File: src/rtl/core/segment_to_quad_extruder_core_defines.svh
// assertion macros for the segment to quad extruder core
// used by the modules that carry concurrent checks
`ifndef SEGMENT_TO_QUAD_EXTRUDER_CORE_DEFINES_SVH
`define SEGMENT_TO_QUAD_EXTRUDER_CORE_DEFINES_SVH

// same-cycle implication
`define SQE_ASSERT_IMP(lbl, clk, rst, ante, cons) \
   lbl: assert property (@(posedge clk) disable iff (rst) (ante) |-> (cons)) \
      else $error("sqe check failed");

// next-cycle implication
`define SQE_ASSERT_NXT(lbl, clk, rst, ante, cons) \
   lbl: assert property (@(posedge clk) disable iff (rst) (ante) |=> (cons)) \
      else $error("sqe check failed");

`endif

File: src/rtl/core/sqe_pkg.sv
// shared types, widths, register indexes and reset values of the extruder
// no dependencies
`timescale 1ns / 1ps

package sqe_pkg;

   localparam int COORD_W     = 32;
   localparam int DIFF_W      = 33;
   localparam int VEC_W       = 34;
   localparam int NORM_W      = 16;
   localparam int OFF_W       = 24;
   localparam int WIDTH_W     = 23;
   localparam int MINLEN_W    = 17;
   localparam int VCOS_W      = 15;
   localparam int VIDX_W      = 32;
   localparam int CSR_IDX_W   = 2;
   localparam int FIFO_DEPTH  = 4;
   localparam int FIFO_AW     = 2;
   localparam int REQ_TDATA_W = 6 * COORD_W;
   localparam int RSP_TDATA_W = 3 * COORD_W + 3 * NORM_W + VIDX_W;
   localparam int RSP_TUSER_W = 2;

   localparam logic [CSR_IDX_W-1:0] CSR_RAPID_WIDTH  = 2'd0;
   localparam logic [CSR_IDX_W-1:0] CSR_CUT_WIDTH    = 2'd1;
   localparam logic [CSR_IDX_W-1:0] CSR_MIN_LENGTH   = 2'd2;
   localparam logic [CSR_IDX_W-1:0] CSR_VERTICAL_COS = 2'd3;

   localparam logic [WIDTH_W-1:0]  RAPID_WIDTH_RST  = 23'd13107;
   localparam logic [WIDTH_W-1:0]  CUT_WIDTH_RST    = 23'd32768;
   localparam logic [MINLEN_W-1:0] MIN_LENGTH_RST   = 17'd7;
   localparam logic [VCOS_W-1:0]   VERTICAL_COS_RST = 15'd16368;

   localparam logic [NORM_W-1:0] Q14_ONE = 16'd16384;

   typedef struct packed {
      logic [WIDTH_W-1:0]  rapid_width;
      logic [WIDTH_W-1:0]  cut_width;
      logic [MINLEN_W-1:0] min_length;
      logic [VCOS_W-1:0]   vertical_cos;
   } cfg_type;

   typedef struct packed {
      logic [2:0][COORD_W-1:0] start_pt;
      logic [2:0][COORD_W-1:0] end_pt;
      logic [2:0][DIFF_W-1:0]  diff;
      logic                    rapid;
      logic                    short_seg;
   } seg_type;

   typedef struct packed {
      logic                   done;
      logic                   zero;
      logic [2:0][NORM_W-1:0] q;
   } norm_rsp_type;

   function automatic logic [DIFF_W-1:0] mag33(input logic [DIFF_W-1:0] x);
      mag33 = x[DIFF_W-1] ? (~x + 33'd1) : x;
   endfunction

endpackage

File: src/rtl/core/sqe_fifo.sv
// short item queue between the front end and the back end
// uses sqe_pkg for the item type
`timescale 1ns / 1ps

module sqe_fifo (
   input  logic             clock,
   input  logic             reset,
   input  logic             wr_en,
   input  sqe_pkg::seg_type wr_data,
   output logic             full,
   input  logic             rd_en,
   output sqe_pkg::seg_type rd_data,
   output logic             empty
);

   sqe_pkg::seg_type             mem_ff [sqe_pkg::FIFO_DEPTH];
   logic [sqe_pkg::FIFO_AW:0]    wr_ptr_ff, wr_ptr_in, rd_ptr_ff, rd_ptr_in;

   always_comb begin
      empty     = (wr_ptr_ff == rd_ptr_ff);
      full      = (wr_ptr_ff[sqe_pkg::FIFO_AW] != rd_ptr_ff[sqe_pkg::FIFO_AW]) &&
                  (wr_ptr_ff[sqe_pkg::FIFO_AW-1:0] == rd_ptr_ff[sqe_pkg::FIFO_AW-1:0]);
      wr_ptr_in = wr_ptr_ff + ((wr_en && !full) ? 1'b1 : 1'b0);
      rd_ptr_in = rd_ptr_ff + ((rd_en && !empty) ? 1'b1 : 1'b0);
      rd_data   = mem_ff[rd_ptr_ff[sqe_pkg::FIFO_AW-1:0]];
   end

   always_ff @(posedge clock) begin
      if (reset) begin
         wr_ptr_ff <= '0;
         rd_ptr_ff <= '0;
      end else begin
         wr_ptr_ff <= wr_ptr_in;
         rd_ptr_ff <= rd_ptr_in;
      end
   end

   always_ff @(posedge clock) begin
      if (wr_en && !full) begin
         mem_ff[wr_ptr_ff[sqe_pkg::FIFO_AW-1:0]] <= wr_data;
      end
   end

endmodule

File: config.mk
export PLATFORM = sky130hd
export DESIGN_NAME = sqe_fifo
export DESIGN_NICKNAME = d
export VERILOG_FILES = /design/src/rtl/core/segment_to_quad_extruder_core_defines.svh /design/src/rtl/core/sqe_pkg.sv /design/src/rtl/core/sqe_fifo.sv
export SDC_FILE = /design/constraint.sdc
export NUM_CORES = 1
export LEC_CHECK = 0
export ABC_AREA = 1
export BUFFER_PORTS_ARGS = -buffer_cell sky130_fd_sc_hd__buf_2
export CORE_ASPECT_RATIO = 1.75
export CORE_MARGIN = 5
export CORE_UTILIZATION = 59
export CTS_BUF_LIST = sky130_fd_sc_hd__clkbuf_4 sky130_fd_sc_hd__clkbuf_8
export CTS_CLUSTER_DIAMETER = 30
export DETAILED_ROUTE_END_ITERATION = 10
export PLACE_DENSITY_LB_ADDON = 0.25
export SYNTH_ARGS = -nofsm -noshare
export SYNTH_HDL_FRONTEND = slang
export SYNTH_SLANG_ARGS = --single-unit
File: constraint.sdc
create_clock -name clock -period 19.77 [get_ports clock]
set_clock_uncertainty 0.1 [all_clocks]
set_input_delay 2.9655 -clock clock [delete_from_list [all_inputs] [get_ports clock]]
set_output_delay 2.9655 -clock clock [all_outputs]
set_load 0.1 [all_outputs]
==> run_results.csv <==
group,metric,value,unit
power_and_ir_drop,ir_drop,183,µV
grt,grt_pass1_wl,159000,µm
drt,drt-initial-drc-count,2696,
drt,wire_per_inst,23.2,µm
worst_setup_path,r2r_start,"rd_ptr_ff[1]",
placement,portBuffers,591,
clock_network,post_cts_buffers,0,
sta,rsz0062_at_grt,"false",
hold_path,hp-start,"wr_ptr_ff[2]",
die,die_x,215,µm
drt,num_vias,27100,
placement,post_dp_cell_area,46900,µm²
grt,grt-ovfl-total,0,
finish,final_area,50200,µm²
yosys,synth_cell_types,17,
yosys,ys_seq_area_frac,0.814,
die,rows,131,
grt,antenna_found_initial,51,
clock_network,cts_resized,0,
sta,finalHoldViolations,0,
clock_network,cts_tree,"done",
yosys,synth_cells,2882,
sta,slew_viol_final,0,
die,die_h,369,µm
sta,timing.slew.headroom,0.181,
finish,final_common_cell,"edfxtp_1",
clock_network,root_buffer,"clkbuf_8",
yosys,ys_ff_latch,1178,
drt,dr.pass1.iters,5,
sta,worst_pin_slew,1.23,ns
die,initial_core_util,0.595,
hold_path,min_path_type,"flip-flop to flip-flop",
sta,max_freq,125,MHz
worst_setup_path,critPathCaptureType,"output pin",
sta,period_minus_slack,7.99,ns
sta,finalSetupViolCount,0,
clock_network,path_clk_slew,0.06,ns
clock_network,cts_made_buffers,161,
worst_setup_path,path_cells,"buf_4 > buf_12 > o21ai_0 > o22ai_1 > buf_2",
die,die_area,79300,µm²
clock_network,hold_buffers,0,
worst_setup_path,cp_slowest_cell,"dfxtp_4",
power_and_ir_drop,finalPower,7270,µW
flow_run,maxCapViolations,0,
clock_network,clockBufferDepth,3,
clock_network,htree_levels,4,
grt,grt_max_degree,227,
finish,layout.cells.non_filler,4574,
worst_setup_path,crit_path_start,"rd_ptr_ff[0]",
finish,syn2layout_area_growth,15.7,%
worst_setup_path,reg2reg_depth,8,
sta,setup_tns,0,ns
die,core,72900,µm²
yosys,avgSynthCellArea,15.1,µm²
worst_setup_path,worstPathRequired,16.70,ns
drt,ant_nets,0,
worst_setup_path,worstSetupStartpointType,"flip-flop",
sta,finalCritPeriodShare,0.404,
finish,drive_gt1_frac,0.244,
status,status,"finished clean",
clock_network,clkSinkCount,1178,
power_and_ir_drop,cellPowerDensity,145,nW/µm²
worst_setup_path,worstPathArrival,4.93,ns
yosys,synth_fp_nets,3183,
yosys,yosysWarningCount,0,
drt,wl,106000,µm
placement,dp.cells,4237,
clock_network,clock_latency,0.80,ns
grt,grt_pass1_vias,27200,
hold_path,min_path_cells,2,
worst_setup_path,crit_type,"flip-flop to output pin",
placement,gp_congestion,0.874,
worst_setup_path,critPathMaxFanout,226,
finish,final_cell_mix,"1172 x edfxtp_1, 592 x nor2_1, 591 x buf_2",
yosys,netlist_area,43400,µm²
grt,grt_usage,0.259,
drt,drt-vias-per-instance,5.93,
worst_setup_path,slowest_delay,0.96,ns
finish,final_nets,3770,
finish,fillerInstances,4870,
die,io_pins,592,
drt,remaining_drc_errors,0,
placement,post-dp-hpwl,62500,µm
power_and_ir_drop,leakage,0.0175,µW
[registers in the layout, indices dropped and copies added, names as in the netlist]
signal     flops
mem_ff      1172
rd_ptr_ff      3
wr_ptr_ff      3
[where the power goes]
part	internal, µW	total [µW]	switching, µW
Sequential	2880	2930	46.4
Clock	932	1800	871
Combinational	336	2540	2200
[worst paths after layout]
kind	endpoint	slack, ns
max	rd_data[88]	11.78
min	wr_ptr_ff[2]	0.45
max reg2reg	mem_ff[2][192]	14.21
min reg2reg	wr_ptr_ff[2]	0.45
[cell families after synthesis]
logic type      Yosys count  synth area share
xor+xnor                  3          0.000606
compound gates          879             0.110
fa+ha+maj                 4           0.00115
simple gates            610            0.0529
flops                  1178             0.814
buf+inv                 208            0.0214
[cells in the mapped netlist]
cell	instances	area, µm²
buf_2	88	440
buf_4	8	60.1
buf_6	1	11.3
clkbuf_1	97	364
dfxtp_1	6	120
edfxtp_1	1172	35200
ha_1	4	50.1
inv_1	11	41.3
inv_2	3	11.3
nand2_1	12	45.0
nand3_1	1	5.00
nand3b_1	1	7.51
nor2_1	596	2240
o21ai_0	330	1650
o21ai_1	256	1280
o22ai_1	293	1830
xnor2_1	3	26.3
[layout make-up]
class	instances	area, µm²	share of cell area
Antenna cell	43	108	0.00214
Clock buffer	193	2480	0.0494
Clock inverter	101	693	0.0138
Inverter	14	67.6	0.00135
Multi-Input combinational cell	1496	7170	0.143
Sequential cell	1178	35300	0.704
Tap cell	931	1160	0.0232
Timing Repair Buffer	618	3200	0.0637
[critical path, delay by kind of cell, from the launching register on]
kind / cells / cell delay, ns
compound gates: 2 / 0.67
flops: 1 / 0.96
buf+inv: 3 / 2.01
[stage by stage]
stage	util	hold slack, ns	setup slack (ns)
2_1_floorplan	-	0.405	3.50
3_3_place_gp	0.643	0.423	12.66
3_5_place_dp	0.643	0.437	12.68
4_1_cts	0.687	0.455	11.73
5_1_grt	0.688	0.500	11.50
6_report	0.688	0.453	11.78
[routing by layer]
layer,wire [µm],GRT usage
met5,177,0
met4,3700,0.107
met3,10900,0.0970
met2,52600,0.421
met1,38800,0.319
No activity file was read; power rests on OpenSTA's default activity.
