[src/rtl/core/segment_to_quad_extruder_core_defines.svh]
// assertion macros for the segment to quad extruder core
// used by the modules that carry concurrent checks
`ifndef SEGMENT_TO_QUAD_EXTRUDER_CORE_DEFINES_SVH
`define SEGMENT_TO_QUAD_EXTRUDER_CORE_DEFINES_SVH

// same-cycle implication
`define SQE_ASSERT_IMP(lbl, clk, rst, ante, cons) \
   lbl: assert property (@(posedge clk) disable iff (rst) (ante) |-> (cons)) \
      else $error("sqe check failed");

// next-cycle implication
`define SQE_ASSERT_NXT(lbl, clk, rst, ante, cons) \
   lbl: assert property (@(posedge clk) disable iff (rst) (ante) |=> (cons)) \
      else $error("sqe check failed");

`endif

[src/rtl/core/sqe_pkg.sv]
// shared types, widths, register indexes and reset values of the extruder
// no dependencies
`timescale 1ns / 1ps

package sqe_pkg;

   localparam int COORD_W     = 32;
   localparam int DIFF_W      = 33;
   localparam int VEC_W       = 34;
   localparam int NORM_W      = 16;
   localparam int OFF_W       = 24;
   localparam int WIDTH_W     = 23;
   localparam int MINLEN_W    = 17;
   localparam int VCOS_W      = 15;
   localparam int VIDX_W      = 32;
   localparam int CSR_IDX_W   = 2;
   localparam int FIFO_DEPTH  = 4;
   localparam int FIFO_AW     = 2;
   localparam int REQ_TDATA_W = 6 * COORD_W;
   localparam int RSP_TDATA_W = 3 * COORD_W + 3 * NORM_W + VIDX_W;
   localparam int RSP_TUSER_W = 2;

   localparam logic [CSR_IDX_W-1:0] CSR_RAPID_WIDTH  = 2'd0;
   localparam logic [CSR_IDX_W-1:0] CSR_CUT_WIDTH    = 2'd1;
   localparam logic [CSR_IDX_W-1:0] CSR_MIN_LENGTH   = 2'd2;
   localparam logic [CSR_IDX_W-1:0] CSR_VERTICAL_COS = 2'd3;

   localparam logic [WIDTH_W-1:0]  RAPID_WIDTH_RST  = 23'd13107;
   localparam logic [WIDTH_W-1:0]  CUT_WIDTH_RST    = 23'd32768;
   localparam logic [MINLEN_W-1:0] MIN_LENGTH_RST   = 17'd7;
   localparam logic [VCOS_W-1:0]   VERTICAL_COS_RST = 15'd16368;

   localparam logic [NORM_W-1:0] Q14_ONE = 16'd16384;

   typedef struct packed {
      logic [WIDTH_W-1:0]  rapid_width;
      logic [WIDTH_W-1:0]  cut_width;
      logic [MINLEN_W-1:0] min_length;
      logic [VCOS_W-1:0]   vertical_cos;
   } cfg_type;

   typedef struct packed {
      logic [2:0][COORD_W-1:0] start_pt;
      logic [2:0][COORD_W-1:0] end_pt;
      logic [2:0][DIFF_W-1:0]  diff;
      logic                    rapid;
      logic                    short_seg;
   } seg_type;

   typedef struct packed {
      logic                   done;
      logic                   zero;
      logic [2:0][NORM_W-1:0] q;
   } norm_rsp_type;

   function automatic logic [DIFF_W-1:0] mag33(input logic [DIFF_W-1:0] x);
      mag33 = x[DIFF_W-1] ? (~x + 33'd1) : x;
   endfunction

endpackage

[src/rtl/core/sqe_norm.sv]
// shared vector normalising unit: shift, sum of squares, bit-serial
// square root and restoring division to q2.14; uses sqe_pkg
`timescale 1ns / 1ps

module sqe_norm (
   input  logic                                clock,
   input  logic                                reset,
   input  logic                                start,
   input  logic [2:0][sqe_pkg::VEC_W-1:0]      vec,
   output sqe_pkg::norm_rsp_type               rsp
);

   localparam logic [2:0] N_IDLE  = 3'd0;
   localparam logic [2:0] N_SHIFT = 3'd1;
   localparam logic [2:0] N_SQ    = 3'd2;
   localparam logic [2:0] N_SQRT  = 3'd3;
   localparam logic [2:0] N_DLOAD = 3'd4;
   localparam logic [2:0] N_DIV   = 3'd5;

   localparam int VW    = sqe_pkg::VEC_W;
   localparam int NUM_W = 46;

   logic [2:0]                 state_ff, state_in;
   logic                       done_ff, done_in;
   logic                       zero_ff, zero_in;
   logic [2:0][VW-1:0]         mag_ff, mag_in;
   logic [2:0]                 neg_ff, neg_in;
   logic [VW-1:0]              mx_ff, mx_in, mx;
   logic [1:0]                 cnt_ff, cnt_in;
   logic [61:0]                prod_ff, prod_in;
   logic [63:0]                sum_ff, sum_in, sum_add;
   logic [63:0]                rem_ff, rem_in;
   logic [63:0]                res_ff, res_in;
   logic [63:0]                bit_ff, bit_in, trial;
   logic [NUM_W-1:0]           num_ff, num_in, dtrial;
   logic [3:0]                 bidx_ff, bidx_in;
   logic [14:0]                quo_ff, quo_in;
   logic [2:0][sqe_pkg::NORM_W-1:0] q_ff, q_in;
   logic [VW-1:0]              m;

   function automatic logic [VW-1:0] mag34(input logic [VW-1:0] x);
      mag34 = x[VW-1] ? (~x + 34'd1) : x;
   endfunction

   always_comb begin
      state_in = state_ff;
      done_in  = 1'b0;
      zero_in  = zero_ff;
      mag_in   = mag_ff;
      neg_in   = neg_ff;
      mx_in    = mx_ff;
      cnt_in   = cnt_ff;
      prod_in  = prod_ff;
      sum_in   = sum_ff;
      rem_in   = rem_ff;
      res_in   = res_ff;
      bit_in   = bit_ff;
      num_in   = num_ff;
      bidx_in  = bidx_ff;
      quo_in   = quo_ff;
      q_in     = q_ff;
      mx       = '0;
      m        = '0;
      sum_add  = sum_ff + {2'b00, prod_ff};
      trial    = res_ff + bit_ff;
      dtrial   = {14'd0, res_ff[31:0]} << bidx_ff;
      case (state_ff)
         N_IDLE: begin
            if (start) begin
               for (int i = 0; i < 3; i++) begin
                  mag_in[i] = mag34(vec[i]);
                  neg_in[i] = vec[i][VW-1];
                  if (mag_in[i] > mx) begin
                     mx = mag_in[i];
                  end
               end
               mx_in = mx;
               if (mx == '0) begin
                  zero_in = 1'b1;
                  q_in    = '0;
                  done_in = 1'b1;
               end else begin
                  zero_in  = 1'b0;
                  state_in = N_SHIFT;
               end
            end
         end
         N_SHIFT: begin
            if (mx_ff[VW-1:31] != '0) begin
               for (int i = 0; i < 3; i++) begin
                  mag_in[i] = mag_ff[i] >> 1;
               end
               mx_in = mx_ff >> 1;
            end else if (!mx_ff[30]) begin
               for (int i = 0; i < 3; i++) begin
                  mag_in[i] = mag_ff[i] << 1;
               end
               mx_in = mx_ff << 1;
            end else begin
               cnt_in   = 2'd0;
               sum_in   = '0;
               state_in = N_SQ;
            end
         end
         N_SQ: begin
            if (cnt_ff != 2'd3) begin
               m       = mag_ff[cnt_ff];
               prod_in = {31'd0, m[30:0]} * {31'd0, m[30:0]};
            end
            if (cnt_ff != 2'd0) begin
               sum_in = sum_add;
            end
            if (cnt_ff == 2'd3) begin
               rem_in   = sum_add;
               res_in   = '0;
               bit_in   = 64'h4000_0000_0000_0000;
               state_in = N_SQRT;
            end else begin
               cnt_in = cnt_ff + 2'd1;
            end
         end
         N_SQRT: begin
            if (rem_ff >= trial) begin
               rem_in = rem_ff - trial;
               res_in = (res_ff >> 1) + bit_ff;
            end else begin
               res_in = res_ff >> 1;
            end
            bit_in = bit_ff >> 2;
            if (bit_ff[0]) begin
               cnt_in   = 2'd0;
               state_in = N_DLOAD;
            end
         end
         N_DLOAD: begin
            m        = mag_ff[cnt_ff];
            num_in   = {1'b0, m[30:0], 14'd0} + {15'd0, res_ff[31:1]};
            bidx_in  = 4'd14;
            quo_in   = '0;
            state_in = N_DIV;
         end
         N_DIV: begin
            if (num_ff >= dtrial) begin
               num_in          = num_ff - dtrial;
               quo_in[bidx_ff] = 1'b1;
            end
            if (bidx_ff == 4'd0) begin
               q_in[cnt_ff] = neg_ff[cnt_ff] ? (~{1'b0, quo_in} + 16'd1) : {1'b0, quo_in};
               if (cnt_ff == 2'd2) begin
                  done_in  = 1'b1;
                  state_in = N_IDLE;
               end else begin
                  cnt_in   = cnt_ff + 2'd1;
                  state_in = N_DLOAD;
               end
            end else begin
               bidx_in = bidx_ff - 4'd1;
            end
         end
         default: begin
            state_in = N_IDLE;
         end
      endcase
      rsp.done = done_ff;
      rsp.zero = zero_ff;
      rsp.q    = q_ff;
   end

   always_ff @(posedge clock) begin
      if (reset) begin
         state_ff <= N_IDLE;
         done_ff  <= 1'b0;
      end else begin
         state_ff <= state_in;
         done_ff  <= done_in;
      end
   end

   always_ff @(posedge clock) begin
      zero_ff <= zero_in;
      mag_ff  <= mag_in;
      neg_ff  <= neg_in;
      mx_ff   <= mx_in;
      cnt_ff  <= cnt_in;
      prod_ff <= prod_in;
      sum_ff  <= sum_in;
      rem_ff  <= rem_in;
      res_ff  <= res_in;
      bit_ff  <= bit_in;
      num_ff  <= num_in;
      bidx_ff <= bidx_in;
      quo_ff  <= quo_in;
      q_ff    <= q_in;
   end

endmodule

[config.mk]
export PLATFORM = sky130hd
export DESIGN_NAME = sqe_norm
export DESIGN_NICKNAME = d
export VERILOG_FILES = /design/src/rtl/core/segment_to_quad_extruder_core_defines.svh /design/src/rtl/core/sqe_pkg.sv /design/src/rtl/core/sqe_norm.sv
export SDC_FILE = /design/constraint.sdc
export NUM_CORES = 2
export LEC_CHECK = 0
export ABC_CLOCK_PERIOD_IN_PS = 12600
export BUFFER_PORTS_ARGS = -buffer_cell sky130_fd_sc_hd__clkbuf_2
export CAP_MARGIN = 20
export CORE_MARGIN = 2
export CORE_UTILIZATION = 45
export CTS_CLUSTER_SIZE = 28
export DETAILED_ROUTE_END_ITERATION = 8
export HOLD_SLACK_MARGIN = 0.03
export SYNTH_ARGS = -nofsm -noshare
export SYNTH_HDL_FRONTEND = slang
export SYNTH_SLANG_ARGS = --single-unit
[constraint.sdc]
create_clock -name clock -period 12.6 [get_ports clock]
set_input_delay 1.26 -clock clock [delete_from_list [all_inputs] [get_ports clock]]
set_output_delay 1.26 -clock clock [all_outputs]
set_load 0.01 [all_outputs]
==> flow_summary.json <==
{
  "run_status": "completed",
  "fmax_mhz": 91.5,
  "placed_cells": 9828,
  "ctsHoldBuffers": 0,
  "slowest_stage": "clkinv_1",
  "via_per_inst": 5.91,
  "finish.utilization_pct": 48.8,
  "endpoint": "prod_ff[59]",
  "ys_seq_area_share_pct": 23.1,
  "area_growth_pct": 7.88,
  "yosysWarningCount": 0,
  "wl_per_cell_microns": 23.0,
  "detailed_place_hpwl_microns": 178000,
  "slowest_delay_ns": 0.92,
  "place_congestion": 1.00,
  "clock_path_buffers": 3,
  "start_util_pct": 45.3,
  "ctsResizeCount": 0,
  "pre_cts_ws_ns": 1.95,
  "grt_pass1_vias": 58400,
  "finalClockSkew_ns": 0.0595,
  "clock_latency_ns": 0.74,
  "crit_type": "reg -> reg",
  "antenna_found_initial": 5,
  "period_share_pct": 86.7,
  "synth-edff-count": 540,
  "crit_arrival_ns": 11.39,
  "maxSlewViolCount": 0,
  "synth_top_area_share_pct": 23.0,
  "synthesis.nets": 9298,
  "reg2reg_from": "cnt_ff[1]",
  "clk_pin_slew_ns": 0.06,
  "tightest_slew_ns": 1.13,
  "rows": 145,
  "clock-sinks": 544,
  "grt_usage_pct": 28.7,
  "overflow": 0,
  "hold_path.class": "reg -> reg",
  "htreeDepth": 3,
  "ios": 155,
  "fin_cells": 9964,
  "postRouteAntennaNets": 0,
  "yosysUniqueCellTypes": 91,
  "die_h_microns": 400,
  "crit_start": "cnt_ff[1]",
  "cp.required_ns": 13.06,
  "yosys.area.top_type": "edfxtp_1",
  "path_max_fanout": 36,
  "max_slew_margin_pct": 24.7,
  "syn_avg_cell_area_sq_um": 8.98,
  "die_width_microns": 400,
  "endpoint_kind": "flip-flop",
  "period_minus_slack_ns": 10.93,
  "hold_viol": 0,
  "syn-cell-area_sq_um": 70500,
  "port-buffer-count": 154,
  "path_common_cell": "fa_1",
  "firstDrtPassIters": 6,
  "cts_root_buf": "clkbuf_16",
  "grt_max_degree": 111,
  "setup-violations-final": 0,
  "rsz0062_at_grt": "no",
  "synth_commonest_cells": "inv_1 (1042), nand2_1 (896), fa_1 (754)",
  "core_area_sq_um": 156000,
  "yosys-top-cells-area": "edfxtp_1 (23%), fa_1 (21%), ha_1 (10%)",
  "cts_buffers": 74,
  "drive_above_1_share_pct": 6.51,
  "grt_pass1_wl_microns": 352000,
  "drtIter0Drc": 5910,
  "die_area_sq_um": 160000,
  "routed_wl_microns": 229000,
  "tritoncts": "yes",
  "async_flop_share_pct": 0,
  "r2r_slack_ns": 1.67,
  "ys_ff_latch": 544,
  "rr_endpoint": "prod_ff[59]",
  "crit_path_start_kind": "flip-flop",
  "maxCapViolations": 0,
  "antenna_cells": 0,
  "finalSetupTns_ns": 0,
  "drcViolationCount": 0,
  "synth_cells": 7853,
  "reg2reg_depth": 31,
  "num_vias": 58900,
  "post_cts_buffers": 0,
  "setup_ws_ns": 1.67,
  "synth-main-ff-cell": "edfxtp_1",
  "synth_most_common_cell": "inv_1",
  "finalNetCount": 9293
}
## flip-flops by register name, summed over array words and instances (netlist names), 15 cells and up
signal and count:
mx_ff 34, mag_ff 102, quo_ff 15, res_ff 64, sum_ff 64, num_ff 46, rem_ff 64, bit_ff 32
prod_ff 61, rsp 48
## critical path, delay by kind of cell (launching register included)
kind	cells	cell delay [ns]
adder cells (fa/ha/maj)	9	4.33
AO/OA/AOI/OAI	10	2.65
buffers and inverters	9	2.11
AND/OR/NAND/NOR	3	1.25
flip-flops	1	0.32
## cells by family after synthesis
family                   count (synthesis)  synth area share (%)
adder cells (fa/ha/maj)               1340                  31.8
AO/OA/AOI/OAI                         1708                  15.3
XOR/XNOR                               441                  5.48
AND/OR/NAND/NOR                       2303                  14.7
multiplexers                           130                  2.25
buffers and inverters                 1387                  7.40
flip-flops                             544                  23.1
## placed cells by master (no fill, tap or decap), types with 65 or more instances in the layout
cell       count
inv_1       1041
buf_4        101
nand2_1      891
edfxtp_1     540
o21ai_0      390
o21bai_1      65
nand3_1       98
and3_1        78
nor3_1        85
fa_1         754
a21o_1       191
xnor2_1      235
nor2_1       707
ha_1         586
clkbuf_2     155
xor2_1       206
a211oi_1      82
nand4_1       77
a21oi_1      439
mux2i_1      100
clkbuf_16     74
a31oi_1      148
## worst min path at each step
stage | from | endpoint | slack [ns] | cells past startpoint
3_3_place_gp | mx_ff[1] | mx_ff[0] | 0.54 | 2
4_1_cts | mag_ff[66] | mag_ff[67] | 0.57 | 2
3_5_place_dp | mx_ff[1] | mx_ff[0] | 0.56 | 2
2_1_floorplan | mx_ff[1] | mx_ff[0] | 0.51 | 2
6_report | mx_ff[1] | mx_ff[0] | 0.57 | 2
5_1_grt | mag_ff[66] | mag_ff[67] | 0.59 | 2
## routing by layer
metal  GRT usage (%)  up-vias  wire length [microns]
met4            9.22        2                   7950
met2            44.7     2450                 102000
met1            40.6    29300                 100000
li1                -    26800                      -
met3            4.97      410                  18600
met5               0        -                     12
## stage by stage
stage               hold slack (ns)  cell area, sq um
floorplan                     0.513             70500
global placement              0.538             73600
detailed placement            0.558             73600
CTS                           0.574             76000
global route                  0.587             76100
finish                        0.567             76100
## cell type report
type / instances / area [sq um]
fillers: 14700 / 79800
multi-input cells: 5922 / 49200
flip-flops and latches: 544 / 16300
inverters: 1048 / 3940
well taps: 2058 / 2570
clock buffers: 94 / 1930
repair buffers: 258 / 1590
clock inverters: 40 / 524
Power is left out: the tool's default activity adds up to more than one toggle a clock period on the data nets, which glitch-free logic cannot reach.
