File: src/rtl/core/segment_to_quad_extruder_core_defines.svh
// assertion macros for the segment to quad extruder core
// used by the modules that carry concurrent checks
`ifndef SEGMENT_TO_QUAD_EXTRUDER_CORE_DEFINES_SVH
`define SEGMENT_TO_QUAD_EXTRUDER_CORE_DEFINES_SVH

// same-cycle implication
`define SQE_ASSERT_IMP(lbl, clk, rst, ante, cons) \
   lbl: assert property (@(posedge clk) disable iff (rst) (ante) |-> (cons)) \
      else $error("sqe check failed");

// next-cycle implication
`define SQE_ASSERT_NXT(lbl, clk, rst, ante, cons) \
   lbl: assert property (@(posedge clk) disable iff (rst) (ante) |=> (cons)) \
      else $error("sqe check failed");

`endif

File: src/rtl/core/sqe_pkg.sv
// shared types, widths, register indexes and reset values of the extruder
// no dependencies
`timescale 1ns / 1ps

package sqe_pkg;

   localparam int COORD_W     = 32;
   localparam int DIFF_W      = 33;
   localparam int VEC_W       = 34;
   localparam int NORM_W      = 16;
   localparam int OFF_W       = 24;
   localparam int WIDTH_W     = 23;
   localparam int MINLEN_W    = 17;
   localparam int VCOS_W      = 15;
   localparam int VIDX_W      = 32;
   localparam int CSR_IDX_W   = 2;
   localparam int FIFO_DEPTH  = 4;
   localparam int FIFO_AW     = 2;
   localparam int REQ_TDATA_W = 6 * COORD_W;
   localparam int RSP_TDATA_W = 3 * COORD_W + 3 * NORM_W + VIDX_W;
   localparam int RSP_TUSER_W = 2;

   localparam logic [CSR_IDX_W-1:0] CSR_RAPID_WIDTH  = 2'd0;
   localparam logic [CSR_IDX_W-1:0] CSR_CUT_WIDTH    = 2'd1;
   localparam logic [CSR_IDX_W-1:0] CSR_MIN_LENGTH   = 2'd2;
   localparam logic [CSR_IDX_W-1:0] CSR_VERTICAL_COS = 2'd3;

   localparam logic [WIDTH_W-1:0]  RAPID_WIDTH_RST  = 23'd13107;
   localparam logic [WIDTH_W-1:0]  CUT_WIDTH_RST    = 23'd32768;
   localparam logic [MINLEN_W-1:0] MIN_LENGTH_RST   = 17'd7;
   localparam logic [VCOS_W-1:0]   VERTICAL_COS_RST = 15'd16368;

   localparam logic [NORM_W-1:0] Q14_ONE = 16'd16384;

   typedef struct packed {
      logic [WIDTH_W-1:0]  rapid_width;
      logic [WIDTH_W-1:0]  cut_width;
      logic [MINLEN_W-1:0] min_length;
      logic [VCOS_W-1:0]   vertical_cos;
   } cfg_type;

   typedef struct packed {
      logic [2:0][COORD_W-1:0] start_pt;
      logic [2:0][COORD_W-1:0] end_pt;
      logic [2:0][DIFF_W-1:0]  diff;
      logic                    rapid;
      logic                    short_seg;
   } seg_type;

   typedef struct packed {
      logic                   done;
      logic                   zero;
      logic [2:0][NORM_W-1:0] q;
   } norm_rsp_type;

   function automatic logic [DIFF_W-1:0] mag33(input logic [DIFF_W-1:0] x);
      mag33 = x[DIFF_W-1] ? (~x + 33'd1) : x;
   endfunction

endpackage

File: src/rtl/core/sqe_back.sv
// back end sequencer: length check, offsets, cross product, corner output
// uses sqe_pkg, drives sqe_norm and the defines header for checks
`timescale 1ns / 1ps
`include "segment_to_quad_extruder_core_defines.svh"

module sqe_back (
   input  logic                                 clock,
   input  logic                                 reset,
   input  sqe_pkg::cfg_type                     cfg,
   input  sqe_pkg::seg_type                     seg,
   input  logic                                 fifo_empty,
   output logic                                 fifo_pop,
   output logic                                 norm_start,
   output logic [2:0][sqe_pkg::VEC_W-1:0]       norm_vec,
   input  sqe_pkg::norm_rsp_type                norm_rsp,
   output logic                                 rsp_tvalid,
   input  logic                                 rsp_tready,
   output logic [sqe_pkg::RSP_TDATA_W-1:0]      rsp_tdata,
   output logic [sqe_pkg::RSP_TUSER_W-1:0]      rsp_tuser,
   output logic                                 rsp_tlast
);

   localparam logic [3:0] B_IDLE  = 4'd0;
   localparam logic [3:0] B_SHORT = 4'd1;
   localparam logic [3:0] B_DIR   = 4'd2;
   localparam logic [3:0] B_DIRW  = 4'd3;
   localparam logic [3:0] B_SIDE  = 4'd4;
   localparam logic [3:0] B_SIDEW = 4'd5;
   localparam logic [3:0] B_OFFS  = 4'd6;
   localparam logic [3:0] B_CROSS = 4'd7;
   localparam logic [3:0] B_NORM  = 4'd8;
   localparam logic [3:0] B_NORMW = 4'd9;
   localparam logic [3:0] B_EMIT  = 4'd10;

   localparam int CW = sqe_pkg::COORD_W;
   localparam int NW = sqe_pkg::NORM_W;
   localparam int VW = sqe_pkg::VEC_W;
   localparam int OW = sqe_pkg::OFF_W;

   logic [3:0]               state_ff, state_in;
   logic [2:0]               cnt_ff, cnt_in;
   sqe_pkg::seg_type         seg_ff, seg_in;
   logic [2:0][NW-1:0]       u_ff, u_in, p_ff, p_in, n_ff, n_in;
   logic [2:0][OW-1:0]       off_ff, off_in;
   logic [2:0][VW-1:0]       nv_ff, nv_in;
   logic [35:0]              sq_ff, sq_in;
   logic [63:0]              prod_ff, prod_in, rnd_sum;
   logic                     psign_ff, psign_in;
   logic [sqe_pkg::VIDX_W-1:0] vcount_ff, vcount_in;

   logic                     rsp_valid_ff, rsp_valid_in;
   logic [2:0][CW-1:0]       pos_ff, pos_in;
   logic [2:0][NW-1:0]       nrm_ff, nrm_in;
   logic                     rapid_ff, rapid_in, at_end_ff, at_end_in, last_ff, last_in;
   logic [sqe_pkg::VIDX_W-1:0] vidx_ff, vidx_in;

   logic [31:0]              opa, opb;
   logic [32:0]              dmag;
   logic [OW-1:0]            rnd;
   logic [NW-1:0]            pa, pb;
   logic                     sub;
   logic [1:0]               idx;
   logic [2:0]               cm1;
   logic [sqe_pkg::WIDTH_W-1:0] wsel;
   logic [CW-1:0]            base;
   logic [VW-1:0]            bsum;
   logic                     plus, out_free, emit_load;

   function automatic logic [NW-1:0] abs16(input logic [NW-1:0] x);
      abs16 = x[NW-1] ? (~x + 16'd1) : x;
   endfunction

   always_comb begin
      state_in     = state_ff;
      cnt_in       = cnt_ff;
      seg_in       = seg_ff;
      u_in         = u_ff;
      p_in         = p_ff;
      n_in         = n_ff;
      off_in       = off_ff;
      nv_in        = nv_ff;
      sq_in        = sq_ff;
      psign_in     = psign_ff;
      vcount_in    = vcount_ff;
      rsp_valid_in = rsp_valid_ff;
      pos_in       = pos_ff;
      nrm_in       = nrm_ff;
      rapid_in     = rapid_ff;
      at_end_in    = at_end_ff;
      last_in      = last_ff;
      vidx_in      = vidx_ff;
      fifo_pop     = 1'b0;
      norm_start   = 1'b0;
      norm_vec     = '0;
      opa          = '0;
      opb          = '0;
      dmag         = '0;
      pa           = '0;
      pb           = '0;
      sub          = 1'b0;
      base         = '0;
      bsum         = '0;
      plus         = 1'b0;
      emit_load    = 1'b0;
      cm1          = cnt_ff - 3'd1;
      idx          = cm1[2:1];
      rnd_sum      = prod_ff + 64'd16384;
      rnd          = rnd_sum[38:15];
      wsel         = seg_ff.rapid ? cfg.rapid_width : cfg.cut_width;
      out_free     = !rsp_valid_ff || rsp_tready;
      if (rsp_valid_ff && rsp_tready) begin
         rsp_valid_in = 1'b0;
      end
      case (state_ff)
         B_IDLE: begin
            if (!fifo_empty) begin
               fifo_pop = 1'b1;
               seg_in   = seg;
               cnt_in   = '0;
               sq_in    = '0;
               nv_in    = '0;
               state_in = seg.short_seg ? B_SHORT : B_DIR;
            end
         end
         B_SHORT: begin
            if (cnt_ff < 3'd3) begin
               dmag = sqe_pkg::mag33(seg_ff.diff[cnt_ff[1:0]]);
               opa  = dmag[31:0];
               opb  = dmag[31:0];
            end else if (cnt_ff == 3'd3) begin
               opa = {15'd0, cfg.min_length};
               opb = {15'd0, cfg.min_length};
            end
            if (cnt_ff != 3'd0 && cnt_ff != 3'd4) begin
               sq_in = sq_ff + prod_ff[35:0];
            end
            if (cnt_ff == 3'd4) begin
               state_in = (sq_ff < prod_ff[35:0]) ? B_IDLE : B_DIR;
            end else begin
               cnt_in = cnt_ff + 3'd1;
            end
         end
         B_DIR: begin
            norm_start = 1'b1;
            for (int i = 0; i < 3; i++) begin
               norm_vec[i] = {seg_ff.diff[i][32], seg_ff.diff[i]};
            end
            state_in = B_DIRW;
         end
         B_DIRW: begin
            if (norm_rsp.done) begin
               u_in     = norm_rsp.q;
               state_in = B_SIDE;
            end
         end
         B_SIDE: begin
            cnt_in = '0;
            if (abs16(u_ff[2]) > {1'b0, cfg.vertical_cos}) begin
               p_in     = {16'd0, 16'd0, sqe_pkg::Q14_ONE};
               state_in = B_OFFS;
            end else begin
               norm_start  = 1'b1;
               norm_vec[0] = {seg_ff.diff[1][32], seg_ff.diff[1]};
               norm_vec[1] = '0 - {seg_ff.diff[0][32], seg_ff.diff[0]};
               norm_vec[2] = '0;
               state_in    = B_SIDEW;
            end
         end
         B_SIDEW: begin
            if (norm_rsp.done) begin
               p_in     = norm_rsp.zero ? {16'd0, 16'd0, sqe_pkg::Q14_ONE} : norm_rsp.q;
               state_in = B_OFFS;
            end
         end
         B_OFFS: begin
            if (cnt_ff < 3'd3) begin
               opa      = {16'd0, abs16(p_ff[cnt_ff[1:0]])};
               opb      = {9'd0, wsel};
               psign_in = p_ff[cnt_ff[1:0]][NW-1];
            end
            if (cnt_ff != 3'd0) begin
               off_in[cm1[1:0]] = psign_ff ? (~rnd + 24'd1) : rnd;
            end
            if (cnt_ff == 3'd3) begin
               cnt_in   = '0;
               state_in = B_CROSS;
            end else begin
               cnt_in = cnt_ff + 3'd1;
            end
         end
         B_CROSS: begin
            // terms of cross(p, u), two per component
            case (cnt_ff)
               3'd0: begin pa = p_ff[1]; pb = u_ff[2]; sub = 1'b0; end
               3'd1: begin pa = p_ff[2]; pb = u_ff[1]; sub = 1'b1; end
               3'd2: begin pa = p_ff[2]; pb = u_ff[0]; sub = 1'b0; end
               3'd3: begin pa = p_ff[0]; pb = u_ff[2]; sub = 1'b1; end
               3'd4: begin pa = p_ff[0]; pb = u_ff[1]; sub = 1'b0; end
               3'd5: begin pa = p_ff[1]; pb = u_ff[0]; sub = 1'b1; end
               default: begin pa = '0; pb = '0; sub = 1'b0; end
            endcase
            if (cnt_ff < 3'd6) begin
               opa      = {16'd0, abs16(pa)};
               opb      = {16'd0, abs16(pb)};
               psign_in = pa[NW-1] ^ pb[NW-1] ^ sub;
            end
            if (cnt_ff != 3'd0) begin
               nv_in[idx] = psign_ff ? (nv_ff[idx] - prod_ff[VW-1:0])
                                     : (nv_ff[idx] + prod_ff[VW-1:0]);
            end
            if (cnt_ff == 3'd6) begin
               state_in = B_NORM;
            end else begin
               cnt_in = cnt_ff + 3'd1;
            end
         end
         B_NORM: begin
            norm_start = 1'b1;
            norm_vec   = nv_ff;
            state_in   = B_NORMW;
         end
         B_NORMW: begin
            if (norm_rsp.done) begin
               n_in     = norm_rsp.q;
               cnt_in   = '0;
               state_in = B_EMIT;
            end
         end
         B_EMIT: begin
            if (out_free) begin
               emit_load = 1'b1;
               plus      = (cnt_ff[1:0] == 2'd1) || (cnt_ff[1:0] == 2'd2);
               for (int i = 0; i < 3; i++) begin
                  base = cnt_ff[1] ? seg_ff.end_pt[i] : seg_ff.start_pt[i];
                  bsum = plus ? ({{2{base[CW-1]}}, base} + {{10{off_ff[i][OW-1]}}, off_ff[i]})
                              : ({{2{base[CW-1]}}, base} - {{10{off_ff[i][OW-1]}}, off_ff[i]});
                  if (bsum[VW-1:CW-1] == 3'b000 || bsum[VW-1:CW-1] == 3'b111) begin
                     pos_in[i] = bsum[CW-1:0];
                  end else begin
                     pos_in[i] = bsum[VW-1] ? 32'h8000_0000 : 32'h7fff_ffff;
                  end
               end
               nrm_in       = n_ff;
               rapid_in     = seg_ff.rapid;
               at_end_in    = cnt_ff[1];
               last_in      = (cnt_ff[1:0] == 2'd3);
               vidx_in      = vcount_ff;
               vcount_in    = vcount_ff + 32'd1;
               rsp_valid_in = 1'b1;
               if (cnt_ff[1:0] == 2'd3) begin
                  state_in = B_IDLE;
               end else begin
                  cnt_in = cnt_ff + 3'd1;
               end
            end
         end
         default: begin
            state_in = B_IDLE;
         end
      endcase
      prod_in = {32'd0, opa} * {32'd0, opb};
   end

   assign rsp_tvalid = rsp_valid_ff;
   // tdata: pos_x, pos_y, pos_z, norm_x, norm_y, norm_z, vertex_index
   assign rsp_tdata  = {vidx_ff, nrm_ff[2], nrm_ff[1], nrm_ff[0], pos_ff[2], pos_ff[1], pos_ff[0]};
   // tuser: rapid_flag, at_end
   assign rsp_tuser  = {at_end_ff, rapid_ff};
   assign rsp_tlast  = last_ff;

   always_ff @(posedge clock) begin
      if (reset) begin
         state_ff     <= B_IDLE;
         vcount_ff    <= '0;
         rsp_valid_ff <= 1'b0;
      end else begin
         state_ff     <= state_in;
         vcount_ff    <= vcount_in;
         rsp_valid_ff <= rsp_valid_in;
      end
   end

   always_ff @(posedge clock) begin
      cnt_ff    <= cnt_in;
      seg_ff    <= seg_in;
      u_ff      <= u_in;
      p_ff      <= p_in;
      n_ff      <= n_in;
      off_ff    <= off_in;
      nv_ff     <= nv_in;
      sq_ff     <= sq_in;
      prod_ff   <= prod_in;
      psign_ff  <= psign_in;
      pos_ff    <= pos_in;
      nrm_ff    <= nrm_in;
      rapid_ff  <= rapid_in;
      at_end_ff <= at_end_in;
      last_ff   <= last_in;
      vidx_ff   <= vidx_in;
   end

   `SQE_ASSERT_IMP(a_done_in_wait, clock, reset, norm_rsp.done, state_ff == B_DIRW || state_ff == B_SIDEW || state_ff == B_NORMW)
   `SQE_ASSERT_NXT(a_vcount_step, clock, reset, emit_load, vcount_ff == $past(vcount_ff) + 32'd1)
   `SQE_ASSERT_IMP(a_last_index, clock, reset, rsp_valid_ff && last_ff, vidx_ff[1:0] == 2'd3 && at_end_ff)

endmodule

File: config.mk
export PLATFORM = sky130hd
export DESIGN_NAME = sqe_back
export DESIGN_NICKNAME = d
export VERILOG_FILES = /design/src/rtl/core/sqe_pkg.sv /design/src/rtl/core/sqe_back.sv
export VERILOG_INCLUDE_DIRS = /design/src /design/src/rtl/core
export SDC_FILE = /design/constraint.sdc
export NUM_CORES = 2
export LEC_CHECK = 0
export BUFFER_PORTS_ARGS = -buffer_cell sky130_fd_sc_hd__buf_4
export CAP_MARGIN = 20
export CELL_PAD_IN_SITES_DETAIL_PLACEMENT = 1
export CELL_PAD_IN_SITES_GLOBAL_PLACEMENT = 2
export CORE_ASPECT_RATIO = 1.1
export CORE_UTILIZATION = 39
export DETAILED_ROUTE_END_ITERATION = 8
export GPL_TIMING_DRIVEN = 1
export PLACE_DENSITY_LB_ADDON = 0.1
export SLEW_MARGIN = 10
export SYNTH_ARGS = -nofsm -noshare
export SYNTH_HDL_FRONTEND = slang
export SYNTH_SLANG_ARGS = --single-unit
File: constraint.sdc
create_clock -name clock -period 12.11 [get_ports clock]
set_input_delay 0.6055 -clock clock [delete_from_list [all_inputs] [get_ports clock]]
set_output_delay 0.6055 -clock clock [all_outputs]
set_load 0.05 [all_outputs]
==> out/metrics.csv <==
metric;value;unit
run status;finished clean;
die width;417;µm
Mapped Cells;7464;
post-synth top area share;33.7;%
Initial Util;39.3;%
nets;9719;
PwrDens;293;mW/mm²
max_cap viols;0;
Yosys top cell by area;edfxtp_1;
Max IR drop VDD;0.000251;V
final setup fails;0;
switching share of power;52.6;%
Routed WL per cell;27.3;µm
via count;60500;
total clock sinks;905;
Hold Fails Final Rpt;0;
root buf cell;clkbuf_16;
Comb pwr share;68.8;%
Clk network pwr share;12.0;%
DRC;0;
Resized cells post-CTS;0;
Leak Pwr;0.0363;µW
Placer Congestion;0.946;
number of synthesized flops with an enable pin;829;
P_int;12200;µW
critical path arrival;11850;ps
post-synthesis cell area;0.0739;mm²
Core Region;0.188;mm²
register area;0.0264;mm²
ys flop type;edfxtp_1;
most frequent cell after synthesis;inv_1;
Synth Area in XOR/XNOR;5.52;%
Antenna Nets Post-Route;0;
CTS H-tree lvls;3;
Tcrit/Tclk final;92.7;%
unrepaired setup endpoints after global routing;no;
Die ar.;0.191;mm²
drt pass-1 iters;5;
initial antenna violation count;17;
final worst slack;880;ps
vias per cell;5.52;
adder-cell share of the synthesized area;23.0;%
largest family of logic cells by synthesized area;adder cells;
register area share after synthesis;35.7;%
area occupied by multi-input gates;0.0427;mm²
Warnings, synthesis;0;
final max-slew violation count;0;
Area Overhead vs Synth;19.0;%
post-synthesis mux area share;2.88;%
average cell area after synthesis;9.90;µm²
Max Freq;0.0890;GHz
CP Capture Type;flip-flop;
# IOs;709;
minimum clock period;11230;ps
Total GRT Usage;30.8;%
clock-pin slew on the worst setup and hold paths;60;ps
Placed Area;0.0822;mm²
ys async rst share;0;%
Flop pwr share;19.2;%
Synth Area in Compound Gates;12.0;%
Most Frequent Cell on Critical Path;fa_1;
Startpoint Class;flip-flop;
layout cells sized above 1;14.8;%
final instance area;0.0880;mm²
Switch Pwr;13600;µW
Worst-Skew Late Latency;780;ps
Die Y;459;µm
Max FO, Critical Path;59;
CTS Buffer Depth;3;
largest net degree at the start of global routing;98;
dominant cells by area after synthesis;edfxtp_1, fa_1, ha_1;
most frequent cells after synthesis;inv_1, nand2_1, edfxtp_1;
final WL;299000;µm
GRT overflow;0;
setup TNS;0;ps
Worst-Margin Slew;1130;ps
I/O Buffers;708;
fill count;20900;
post-synthesis register bit count;905;
initial drt markers;4446;
CP required;12730;ps
worst min path class;in2reg;
Rel. slew slack;24.0;%
TritonCTS buffer count;102;
Setup CP Type;reg2reg;
vias in the first global route;63400;
DP HPWL;237000;µm
CP max stage delay;710;ps
Place WS;968;ps
global-route wire length before repair;436000;µm
CTS tree;yes;
CP max-delay cell;a221oi_2;
Netlist cell types;106;
Final Skew;82.0;ps
Post-Synth Simple-Gate Area;13.9;%
post-synth net total;8873;
num rows;167;
-- metrics by stage --
step | std cells | hold WS (ps) | power, µW | util (%)
after floorplan | 7464 | 400 | 16800 | -
after global placement | 10500 | 401 | 22300 | 43.7
after detailed placement | 10500 | 405 | 22500 | 43.7
after CTS | 10900 | 1.29 | 25800 | 46.7
after global routing | 10900 | 14.9 | 27500 | 46.7
final | 10900 | 45.6 | 25800 | 46.7
-- worst max-delay path, delay by kind of cell (launching register included) --
family	cells	cell delay (ps)
AOI/OAI and AO/OA	8	2590
DFF	1	430
adders and majority gates	12	5200
xor gates and xnor gates	2	350
buffers and inverters	8	1010
and+or+nand+nor	5	1470
-- sequential cells by signal, summed over array words and instances, names as in the netlist, 3 cells and up --
name	cells
cnt_ff	3
n_ff	48
nv_ff	102
off_ff	72
p_ff	48
prod_ff	39
rsp_tdata	144
seg_ff	292
sq_ff	36
state_ff	4
u_ff	48
vcount_ff	32
vidx_ff	32
-- area by class of cell --
type | instances | share of cell area [%]
flip-flops and latches | 905 | 30.0
clock inverters | 60 | 0.633
well taps | 2535 | 3.61
repair buffers | 1102 | 10.1
diodes | 12 | 0.0341
clock buffers | 131 | 3.07
inverters | 933 | 3.99
multi-input cells | 5266 | 48.5
-- metal layers --
metal  GRT usage [%]  up-vias  wire (µm)
met5               0        -         24
met2            51.5     1906     143000
met1            40.0    31000     124000
li1                -    27100          -
met4            12.5        4      13300
met3            4.47      434      17900
-- cells in the final DEF (no fill, tap or decap), types with 29 or more instances in the layout --
master and count:
nor4_1 39, nand2b_1 72, nand3_1 107, o21ai_0 239, a311oi_1 30, a22o_1 68
fa_1 605, a31oi_1 50, o21a_1 29, inv_1 929, and2_1 94, a211oi_1 40
o2bb2ai_1 29, nor2_1 635, dlygate4sd3_1 244, and3_1 41, xnor2_1 275, ha_1 378
nor3_1 125, xor2_1 180, buf_4 856, or3_1 46, a21o_1 93, nor2b_1 39
clkbuf_16 103, edfxtp_1 829, dfxtp_1 76, a21oi_1 411, a22oi_1 79, mux2_2 120
nand2_1 867, nand4_1 45, mux2i_1 76
-- cell families (layout without fill, tap and decap cells) --
| family | count (synthesis) | after routing |
|---|---|---|
| AND/OR/NAND/NOR | 2260 | 2260 |
| AO/OA/AOI/OAI | 1345 | 1345 |
| buffers and inverters | 1293 | 2226 |
| adder cells (fa/ha/maj) | 1001 | 1001 |
| flip-flops | 905 | 905 |
| XOR/XNOR | 463 | 463 |
| multiplexers | 197 | 197 |
| other | 0 | 12 |
-- path summary, 6_finish.rpt --
| kind | to | start | depth (start not counted) | slack (ps) |
|---|---|---|---|---|
| setup / recovery | prod_ff[37]$_DFF_P_ | cnt_ff[1]$_SDFFCE_PN0P_ | 35 | 880 |
| hold reg to reg | rsp_tdata[125]$_DFFE_PP_ | n_ff[29]$_DFFE_PP_ | 0 | 420 |
| setup reg to reg | prod_ff[37]$_DFF_P_ | cnt_ff[1]$_SDFFCE_PN0P_ | 35 | 880 |
| hold / removal | u_ff[39]$_DFFE_PP_ | norm_rsp[39] | 1 | 50 |
-- repair_timing --
action / CTS / global route
setup buffers: 0 / 0
hold buffers: 244 / 0
hold endpoints to repair: 246 / 0
-- power groups by stage --
stage,Sequential [µW],Clock [µW],Combinational (µW)
floorplan,4810,0,12000
global placement,4970,0,17300
detailed placement,4980,0,17500
CTS,4920,3150,17700
global route,4970,3250,19300
finish,4950,3100,17700
Note: power is estimated with default switching activity, not from simulation.
